File: config.mk
export PLATFORM = sky130hd
export DESIGN_NAME = annexb_to_length_prefixed_nal_top
export DESIGN_NICKNAME = d
export VERILOG_FILES = /design/src/rtl/core/ab2lp_pkg.sv /design/src/rtl/core/annexb_to_length_prefixed_nal_top.sv /design/src/rtl/core/ab2lp_scan.sv /design/src/rtl/core/ab2lp_outq.sv
export SDC_FILE = /design/constraint.sdc
export NUM_CORES = 1
export LEC_CHECK = 0
export ABC_AREA = 0
export BUFFER_PORTS_ARGS = -buffer_cell sky130_fd_sc_hd__buf_2
export CAP_MARGIN = 10
export CORE_MARGIN = 5
export CORE_UTILIZATION = 45
export CTS_CLUSTER_SIZE = 16
export DETAILED_ROUTE_END_ITERATION = 6
export PLACE_DENSITY = 0.73
export SYNTH_ARGS = -nofsm -noshare
export SYNTH_HDL_FRONTEND = slang
export SYNTH_SLANG_ARGS = --single-unit
File: constraint.sdc
create_clock -name clk_i -period 13.4 [get_ports clk_i]
set_input_delay 0.67 -clock clk_i [delete_from_list [all_inputs] [get_ports clk_i]]
set_output_delay 0.67 -clock clk_i [all_outputs]
set_load 0.01 [all_outputs]
File: src/rtl/core/ab2lp_pkg.sv
// Shared types and constants for the Annex B to length-prefixed NAL planner.
package ab2lp_pkg;

  localparam int unsigned OFFSET_BITS_DEF = 24;
  localparam int unsigned FIELD_W         = 24;
  localparam int unsigned NUM_SLOTS       = 3;
  localparam int unsigned CNT_W           = 2;

  localparam logic [4:0] NAL_TYPE_MASK = 5'h1f;
  localparam logic [4:0] NAL_TYPE_SPS  = 5'd7;
  localparam logic [4:0] NAL_TYPE_PPS  = 5'd8;
  localparam logic [31:0] START_CODE   = 32'h0000_0001;

  typedef enum logic [1:0] {
    KIND_LENGTH = 2'd0,
    KIND_TRIM   = 2'd1,
    KIND_END    = 2'd2
  } event_kind_e;

  typedef struct packed {
    event_kind_e        kind;
    logic [FIELD_W-1:0] offset;
    logic [FIELD_W-1:0] length;
    logic               last;
  } result_t;

  typedef result_t [NUM_SLOTS-1:0] result_set_t;

endpackage

File: src/rtl/core/annexb_to_length_prefixed_nal_top.sv
// Top level of the Annex B to length-prefixed NAL rewrite planner.
// The first command of a byte is offered in the cycle after its transaction.
// Throughput: one byte per cycle while no byte leaves more than one command pending and
// the output is ready; a byte with more commands stalls the input (result slot drain).
// Reset clears the scan state and empties the result slots; the last byte of a
// buffer returns the scan state to its reset values.
module annexb_to_length_prefixed_nal_top #(
  parameter int unsigned OFFSET_BITS = ab2lp_pkg::OFFSET_BITS_DEF
) (
  input  logic        clk_i,
  input  logic        rst_ni,
  input  logic        s_axis_tvalid,
  output logic        s_axis_tready,
  input  logic [7:0]  s_axis_tdata,   // [7:0] data_byte
  input  logic        s_axis_tlast,
  output logic        m_axis_tvalid,
  input  logic        m_axis_tready,
  output logic [47:0] m_axis_tdata,   // [23:0] byte_offset, [47:24] length_value
  output logic [1:0]  m_axis_tuser,   // [1:0] event_kind
  output logic        m_axis_tlast
);

  logic                        accept;
  ab2lp_pkg::result_set_t      results;
  logic [ab2lp_pkg::CNT_W-1:0] count;
  ab2lp_pkg::result_t          head;

  assign accept = s_axis_tvalid && s_axis_tready;

  ab2lp_scan #(
    .OFFSET_BITS (OFFSET_BITS)
  ) u_scan (
    .clk_i       (clk_i),
    .rst_ni      (rst_ni),
    .accept_i    (accept),
    .data_byte_i (s_axis_tdata),
    .last_byte_i (s_axis_tlast),
    .results_o   (results),
    .count_o     (count)
  );

  ab2lp_outq u_outq (
    .clk_i     (clk_i),
    .rst_ni    (rst_ni),
    .push_i    (accept),
    .results_i (results),
    .count_i   (count),
    .room_o    (s_axis_tready),
    .valid_o   (m_axis_tvalid),
    .ready_i   (m_axis_tready),
    .head_o    (head)
  );

  assign m_axis_tdata = {head.length, head.offset};
  assign m_axis_tuser = head.kind;
  assign m_axis_tlast = head.last;

`ifndef SYNTHESIS
  a_end_after_last: assert property (@(posedge clk_i) disable iff (!rst_ni)
    accept && s_axis_tlast |=> m_axis_tvalid)
    else $error("no command pending after last byte");

  a_end_is_last: assert property (@(posedge clk_i) disable iff (!rst_ni)
    m_axis_tvalid && (m_axis_tuser == ab2lp_pkg::KIND_END) |-> m_axis_tlast)
    else $error("end command not marked last");

  a_trim_no_len: assert property (@(posedge clk_i) disable iff (!rst_ni)
    m_axis_tvalid && (m_axis_tuser != ab2lp_pkg::KIND_LENGTH) |-> (m_axis_tdata[47:24] == '0))
    else $error("nonzero length on trim or end command");

  a_ready_when_empty: assert property (@(posedge clk_i) disable iff (!rst_ni)
    !m_axis_tvalid |-> s_axis_tready)
    else $error("input stalled with no pending command");
`endif

endmodule

File: src/rtl/core/ab2lp_scan.sv
// Start code detection, NAL bookkeeping and rewrite command generation.
module ab2lp_scan #(
  parameter int unsigned OFFSET_BITS = ab2lp_pkg::OFFSET_BITS_DEF
) (
  input  logic                         clk_i,
  input  logic                         rst_ni,
  input  logic                         accept_i,
  input  logic [7:0]                   data_byte_i,
  input  logic                         last_byte_i,
  output ab2lp_pkg::result_set_t       results_o,
  output logic [ab2lp_pkg::CNT_W-1:0]  count_o
);

  localparam int unsigned EW = (OFFSET_BITS > ab2lp_pkg::FIELD_W) ?
                               OFFSET_BITS : ab2lp_pkg::FIELD_W;
  localparam logic [OFFSET_BITS-1:0] POS_MAX = {OFFSET_BITS{1'b1}};
  localparam logic [OFFSET_BITS-1:0] FOUR    = OFFSET_BITS'(4);

  logic [31:0]            win_q, win_d;
  logic [OFFSET_BITS-1:0] pos_q, pos_d;
  logic [OFFSET_BITS-1:0] mark_q, mark_d;
  logic [5:0]             kind_q, kind_d;

  logic                   hit, seen, is_ps, v0, v1;
  logic [OFFSET_BITS-1:0] sc, pos_n, mark_n, len0, len1;
  logic [5:0]             kind_n;
  logic [EW-1:0]          sc_x, slot0_x, len0_x, slot1_x, len1_x, size_x;
  ab2lp_pkg::result_t     ev0, ev1, ev_end;
  logic [ab2lp_pkg::CNT_W-1:0] n;

  always_comb begin
    hit    = (pos_q >= FOUR) && (win_q == ab2lp_pkg::START_CODE);
    seen   = kind_q[5];
    is_ps  = (kind_q[4:0] == ab2lp_pkg::NAL_TYPE_SPS) ||
             (kind_q[4:0] == ab2lp_pkg::NAL_TYPE_PPS);
    sc     = pos_q - FOUR;
    len0   = (sc > mark_q) ? (sc - mark_q) : '0;
    mark_n = hit ? pos_q : mark_q;
    kind_n = hit ? {1'b1, data_byte_i[4:0] & ab2lp_pkg::NAL_TYPE_MASK} : kind_q;
    pos_n  = (pos_q == POS_MAX) ? pos_q : pos_q + 1'b1;
    len1   = (pos_n > mark_n) ? (pos_n - mark_n) : '0;

    sc_x    = EW'(sc);
    slot0_x = EW'(mark_q - FOUR);
    len0_x  = EW'(len0);
    slot1_x = EW'(mark_n - FOUR);
    len1_x  = EW'(len1);
    size_x  = EW'(pos_n);

    v0 = hit && seen;
    v1 = last_byte_i && kind_n[5];

    ev0.kind   = is_ps ? ab2lp_pkg::KIND_TRIM : ab2lp_pkg::KIND_LENGTH;
    ev0.offset = is_ps ? sc_x[ab2lp_pkg::FIELD_W-1:0] : slot0_x[ab2lp_pkg::FIELD_W-1:0];
    ev0.length = is_ps ? '0 : len0_x[ab2lp_pkg::FIELD_W-1:0];
    ev0.last   = 1'b0;

    ev1.kind   = ab2lp_pkg::KIND_LENGTH;
    ev1.offset = slot1_x[ab2lp_pkg::FIELD_W-1:0];
    ev1.length = len1_x[ab2lp_pkg::FIELD_W-1:0];
    ev1.last   = 1'b0;

    ev_end.kind   = ab2lp_pkg::KIND_END;
    ev_end.offset = size_x[ab2lp_pkg::FIELD_W-1:0];
    ev_end.length = '0;
    ev_end.last   = 1'b0;

    n = ab2lp_pkg::CNT_W'(v0) + ab2lp_pkg::CNT_W'(v1) + ab2lp_pkg::CNT_W'(last_byte_i);

    results_o[0] = v0 ? ev0 : (v1 ? ev1 : ev_end);
    results_o[1] = (v0 && v1) ? ev1 : ev_end;
    results_o[2] = ev_end;
    for (int i = 0; i < ab2lp_pkg::NUM_SLOTS; i++) begin
      results_o[i].last = (n == ab2lp_pkg::CNT_W'(i + 1));
    end
    count_o = n;

    if (last_byte_i) begin
      win_d  = '0;
      pos_d  = '0;
      mark_d = '0;
      kind_d = '0;
    end else begin
      win_d  = {win_q[23:0], data_byte_i};
      pos_d  = pos_n;
      mark_d = mark_n;
      kind_d = kind_n;
    end
  end

  always_ff @(posedge clk_i or negedge rst_ni) begin
    if (!rst_ni) begin
      win_q  <= '0;
      pos_q  <= '0;
      mark_q <= '0;
      kind_q <= '0;
    end else if (accept_i) begin
      win_q  <= win_d;
      pos_q  <= pos_d;
      mark_q <= mark_d;
      kind_q <= kind_d;
    end
  end

endmodule

File: src/rtl/core/ab2lp_outq.sv
// Result slots that hold the commands of one byte and release them one per transaction.
module ab2lp_outq (
  input  logic                         clk_i,
  input  logic                         rst_ni,
  input  logic                         push_i,
  input  ab2lp_pkg::result_set_t       results_i,
  input  logic [ab2lp_pkg::CNT_W-1:0]  count_i,
  output logic                         room_o,
  output logic                         valid_o,
  input  logic                         ready_i,
  output ab2lp_pkg::result_t           head_o
);

  ab2lp_pkg::result_set_t       slots_q, slots_d;
  logic [ab2lp_pkg::CNT_W-1:0]  cnt_q, cnt_d;
  logic                         pop;

  always_comb begin
    valid_o = (cnt_q != '0);
    head_o  = slots_q[0];
    pop     = valid_o && ready_i;
    room_o  = (cnt_q == '0) || ((cnt_q == ab2lp_pkg::CNT_W'(1)) && ready_i);
    slots_d = slots_q;
    cnt_d   = cnt_q;
    if (push_i) begin
      slots_d = results_i;
      cnt_d   = count_i;
    end else if (pop) begin
      slots_d[0] = slots_q[1];
      slots_d[1] = slots_q[2];
      cnt_d      = cnt_q - 1'b1;
    end
  end

  always_ff @(posedge clk_i or negedge rst_ni) begin
    if (!rst_ni) begin
      cnt_q <= '0;
    end else begin
      cnt_q <= cnt_d;
    end
  end

  always_ff @(posedge clk_i) begin
    slots_q <= slots_d;
  end

endmodule
Word level (Yosys, flattened, before mapping)
Index checks and enable logic that the tools add are counted.

storage, ports and cells
  register bits after elaboration = 215
  latch bits = 0
  RAM bits = 0
  bits in read-only memories = 0
  bits of input ports = 13
  output and inout port bits = 53
  logic and storage cells = 69
  memories kept = 0

cells by class
  add/subtract/negate cells = 9
  multipliers = 0
  div/mod/pow operators = 0
  order comparisons = 3
  eq/ne operators = 8
  shift operators = 0
  multiplexer cells = 19
  bitwise gates (word level) = 0
  reductions and logical operators = 14

operator list
  kind                   count
  $mux 102               2
  $mux 24                8
  $mux 51                3
  $sub 24x3->24 const B  3
  $gt 24x24->1           2
  $sub 24x24->24         2
  $eq 32x1->1 const B    1
  $mux 32                1
  $add 24x1->24 const B  1
  $eq 24x24->1 const B   1
  $ge 24x3->1 const B    1
  $mux 6                 2
  $logic_and 1x1->1      7
  $reduce_bool 2->1      3
  $eq 5x3->1 const B     1
  $eq 5x4->1 const B     1
  $eq 2x1->1 const B     2
  $eq 2x2->1 const B     2
  $mux 2                 2
  $add 1x1->2            1
  $add 2x1->2            1
  $logic_not 2->1        1
  $logic_or 1x1->1       2
  $reduce_and 2->1       1
  other kinds (2)        2

Logic depth before layout (Yosys ltp)
  depth in word-level cells = 8
  depth in mapped cells = 27
  mapped depth without buffers = 21

Cells and area by module
A second synthesis with hierarchy kept.

second synthesis, totals
  cell total of the unflattened synthesis = 1709
  area, all modules = 16513.3 um^2

modules (own cells, without submodules)
  module                             instances  cells an instance  area an instance (um^2)  sequential area each (um^2)
  ab2lp_scan                         1          1372               10128.5                  2152.1
  ab2lp_outq                         1          336                6378.6                   4644.5
  annexb_to_length_prefixed_nal_top  1          1                  6.3                      0.0

Worst setup path before layout
No wires, ideal clock.

  kind = register to register
  start = register u_scan.pos_q[19]
  end = register u_outq.slots_q (netlist bit u_outq.head_o[3]) (data pin)
  setup time = 261 ps
  data arrival time = 5145 ps
  required time = 13139 ps
  slack = 7994 ps
  stages on the path, launching flop included = 26
  buffers on the path = 7
  path through = dfrtp_1 -> buf_6 -> or4_4 -> or4_4 -> or3_1 -> buf_2 -> and2_4 -> buf_6 -> clkbuf_1 -> nor2_1 -> a21oi_1 -> ha_1 -> clkbuf_1 -> a21o_1 -> a21oi_1 -> nor2b_1 -> a311o_1 -> a211oi_1 -> nor2_1 -> a311oi_1 -> a21oi_2 -> buf_6 -> and2_4 -> buf_6 -> a221oi_1 -> nor2_1

RTL lines
  element                   RTL line          RTL
  start: declaration        ab2lp_scan.sv:20  logic [OFFSET_BITS-1:0] pos_q, pos_d;
  start signal: assignment  ab2lp_scan.sv:99  pos_q <= pos_d;
  end signal: assignment    ab2lp_outq.sv:44  slots_q <= slots_d;
  end: declaration          ab2lp_outq.sv:14  ab2lp_pkg::result_set_t slots_q, slots_d;

Worst setup path after layout
  start = register u_scan.pos_q[16]
  end = register u_outq.slots_q[68] (netlist bit) (data pin)

between the ends
  longest elaborated chain between the ends = 7

RTL lines
  element                                              RTL line                            RTL
  $ge 24x3->1                                          ab2lp_scan.sv:32                    hit = (pos_q >= FOUR) && (win_q == ab2lp_pkg::START_CODE);
  $logic_and 1x1->1                                    ab2lp_scan.sv:32
  $mux 24 / $mux 6 (equally long branches)             ab2lp_scan.sv:38, ab2lp_scan.sv:39
  $sub 24x24->24, or another cell as far along         ab2lp_scan.sv:41                    len1 = (pos_n > mark_n) ? (pos_n - mark_n) : '0;
  $mux 24 / $logic_and 1x1->1 (equally long branches)  ab2lp_scan.sv:41, ab2lp_scan.sv:71
  $mux 51 (*)                                          ab2lp_scan.sv:71                    results_o[1] = (v0 && v1) ? ev1 : ev_end;
  $mux 102 (*)                                         ab2lp_outq.sv:25                    if (push_i) begin

Every way passes the cells marked *; elsewhere a longest branch is shown, timed or not. The select of a mux whose other input is x is not followed.
A chain may end at the register's enable or synchronous reset.

==> flow_summary.json <==
{
  "htreeDepth": 1,
  "slew_violations": 0,
  "cts_post_setup_buffers_inserted": 0,
  "grt_max_degree": 75,
  "grtUsageTotal": 0.254,
  "grt-ovfl-total": 0,
  "ff2ff_path_depth": 18,
  "arrival_ns": 6.35,
  "ctsResizeCount": 0,
  "grt_pass1_vias": 12100,
  "status": "finished clean",
  "wire_per_inst_um": 22.7,
  "syn_area_mm2": 0.0149,
  "crit_cells": 18,
  "ys_types": 87,
  "hpwl_um": 34400,
  "antenna_left": 0,
  "crit_path_end": "u_outq.slots_q[68]",
  "async_flop_share": 0.411,
  "nets": 1694,
  "cp-start-kind": "register",
  "drtIter0Drc": 1515,
  "postSynthCellCount": 1683,
  "layout-area-overhead-vs-synth_pct": 7.69,
  "dieArea_mm2": 0.0368,
  "drt-total-wl_um": 47700,
  "r2r-end": "u_outq.slots_q[68]",
  "drcViolationCount": 0,
  "timing.rr.start": "u_scan.pos_q[16]",
  "maxCapViolations": 0,
  "finalCriticalPeriod_ns": 5.93,
  "synth_edf_count": 126,
  "antenna_cells": 0,
  "ys_ff_latch": 214,
  "die_h_um": 192,
  "critical-path-max-stage-delay_ns": 0.57,
  "critical_path_required_ns": 13.82,
  "fin_hold_ws_ns": 0.149,
  "cts.sinks": 214,
  "fmax_ghz": 0.169,
  "crit_type": "reg -> reg",
  "multi_input_area_mm2": 0.00790,
  "pre_cts_ws_ns": 7.60,
  "rows": 66,
  "insertion_delay_ns": 0.55,
  "seq_area_frac_synth": 0.402,
  "tns_ns": 0,
  "regArea_mm2": 0.00599,
  "numCtsBuffers": 26,
  "path_buf_inv": 2,
  "viasPerCell": 6.17,
  "first_pass_iters": 6,
  "grt_pass1_wl_um": 72400,
  "avgSynthCellArea_um2": 8.84,
  "cts_tree": "built",
  "worst_path_max_delay_cell": "or4_4",
  "finalHoldViolCount": 0,
  "path_max_fanout": 17,
  "nFillCells": 3078,
  "die_w_um": 192,
  "finalClockSkew_ns": 0.0226,
  "place.gp.congestion": 1.02,
  "clock_path_buffers": 3,
  "hold_buffers": 0,
  "finalCritPeriodShare": 0.442,
  "end_kind": "register",
  "ys.flop_type": "edfxtp_1",
  "worst_pin_slew_ns": 1.18,
  "path_clk_slew_ns": 0.07,
  "root_buffer": "clkbuf_16",
  "yosys_warnings": 0,
  "io_pins": 66,
  "portBuffers": 65,
  "syn-num-nets": 1739,
  "start_util": 0.456,
  "grt_antenna_before_repair": 1,
  "setup_viol": 0,
  "path_cells": "or4_4 > or4_4 > or3_1 > nand2_2 > nor2_1 > a21oi_1 > inv_1 > ha_1 > inv_1 > ha_1 > a31oi_1 > maj3_1 > a21o_1 > nor2_1 > o311ai_1 > a21oi_2 > nand2b_1 > o21ba_2",
  "critPathLaunch": "u_scan.pos_q[16]",
  "layout_setup_ws_ns": 7.47,
  "vias": 12900,
  "regToRegSetupSlack_ns": 7.47,
  "core_area_mm2": 0.0326,
  "drive_above_1_share": 0.103,
  "relSlewSlack": 0.207,
  "critPathTopFamily": "simple AND/OR/NAND/NOR gates",
  "rsz0062_at_grt": "no",
  "hold_path_class": "in -> async"
}
==> registers in the layout, summed over array words and instances (netlist names) <==
register and cells:
u_scan.pos_q 24, u_scan.win_q 32, u_scan.mark_q 24, u_outq.slots_q 75, u_outq.head_o 51, u_scan.kind_q 6, u_outq.cnt_q 2
==> how the worst min path moves through the flow <==
stage                           startpoint                 to  slack, ns
final                               rst_ni  u_scan.mark_q[11]       0.15
after CTS                           rst_ni  u_scan.mark_q[11]       0.15
after detailed placement  u_scan.win_q[24]   u_scan.win_q[24]       0.45
after floorplan                     rst_ni    u_outq.cnt_q[0]       0.37
after global placement    u_scan.win_q[29]   u_scan.win_q[29]       0.44
after global routing                rst_ni    u_outq.cnt_q[0]       0.19
==> kinds of logic after synthesis <==
kind of cell / count (synthesis) / share of synthesized area
DFF: 214 / 0.402
muxes: 6 / 0.00437
buffers and inverters: 215 / 0.0700
AOI/OAI and AO/OA: 468 / 0.205
and+or+nand+nor: 602 / 0.200
adders and majority gates: 51 / 0.0425
xor gates and xnor gates: 127 / 0.0752
==> cells in the mapped netlist, types with 19 or more instances <==
cell type    n  area (µm²)
nand2_1    224         841
edfxtp_1   126        3780
nor2_1     126         473
o21ai_0    118         591
a21oi_1    100         500
dfrtp_1     88        2200
clkbuf_1    87         327
xnor2_1     83         727
inv_1       53         199
buf_4       52         390
xor2_1      43         377
ha_1        41         513
nand3b_1    36         270
nand3_1     34         170
nor3_1      29         145
nand4_1     28         175
a21o_1      26         195
o211ai_1    26         195
a22oi_1     24         180
and3_1      22         138
o22ai_1     22         138
nor4_1      19         119
==> metrics by stage <==
stage / instances / instance area, µm² / utilization
after floorplan: 1683 / 14900 / -
after detailed placement: 2052 / 15100 / 0.464
after global placement: 2052 / 15100 / 0.464
after global routing: 2099 / 16000 / 0.491
after CTS: 2099 / 16000 / 0.491
final: 2099 / 16000 / 0.491
==> cell usage in the layout (no fill, tap or decap), types with 34 or more instances in the layout <==
| master | n |
|---|---|
| edfxtp_1 | 126 |
| xnor2_1 | 83 |
| inv_1 | 53 |
| buf_2 | 64 |
| ha_1 | 41 |
| nor2_1 | 126 |
| nand2_1 | 223 |
| o21ai_0 | 118 |
| xor2_1 | 43 |
| nand3b_1 | 36 |
| nand3_1 | 34 |
| dfrtp_1 | 88 |
| a21oi_1 | 98 |
==> worst register-to-register path, delay by kind of cell, from the launching register on <==
family / cells / cell delay (ns)
flops: 1 / 0.55
fa+ha+maj: 3 / 0.80
compound gates: 6 / 1.55
buf+inv: 2 / 0.22
simple gates: 7 / 2.71
==> per-layer routing <==
metal,up-vias,wire length [µm],track usage,part of all wire
met5,-,13,0,0.00027
met1,6225,20300,0.355,0.43
met4,2,1650,0.0782,0.035
met3,111,4040,0.0443,0.085
li1,6004,-,-,-
met2,600,21600,0.404,0.45
==> cell type report <==
type | count | share of cell area
Multi-Input combinational cell | 1254 | 0.493
Sequential cell | 214 | 0.373
Clock buffer | 30 | 0.0429
Tap cell | 442 | 0.0345
Timing Repair Buffer | 87 | 0.0308
Inverter | 55 | 0.0130
Clock inverter | 17 | 0.0127
Power is left out: the tool's default activity adds up to more than one toggle a clock period on the data nets, which glitch-free logic cannot reach.
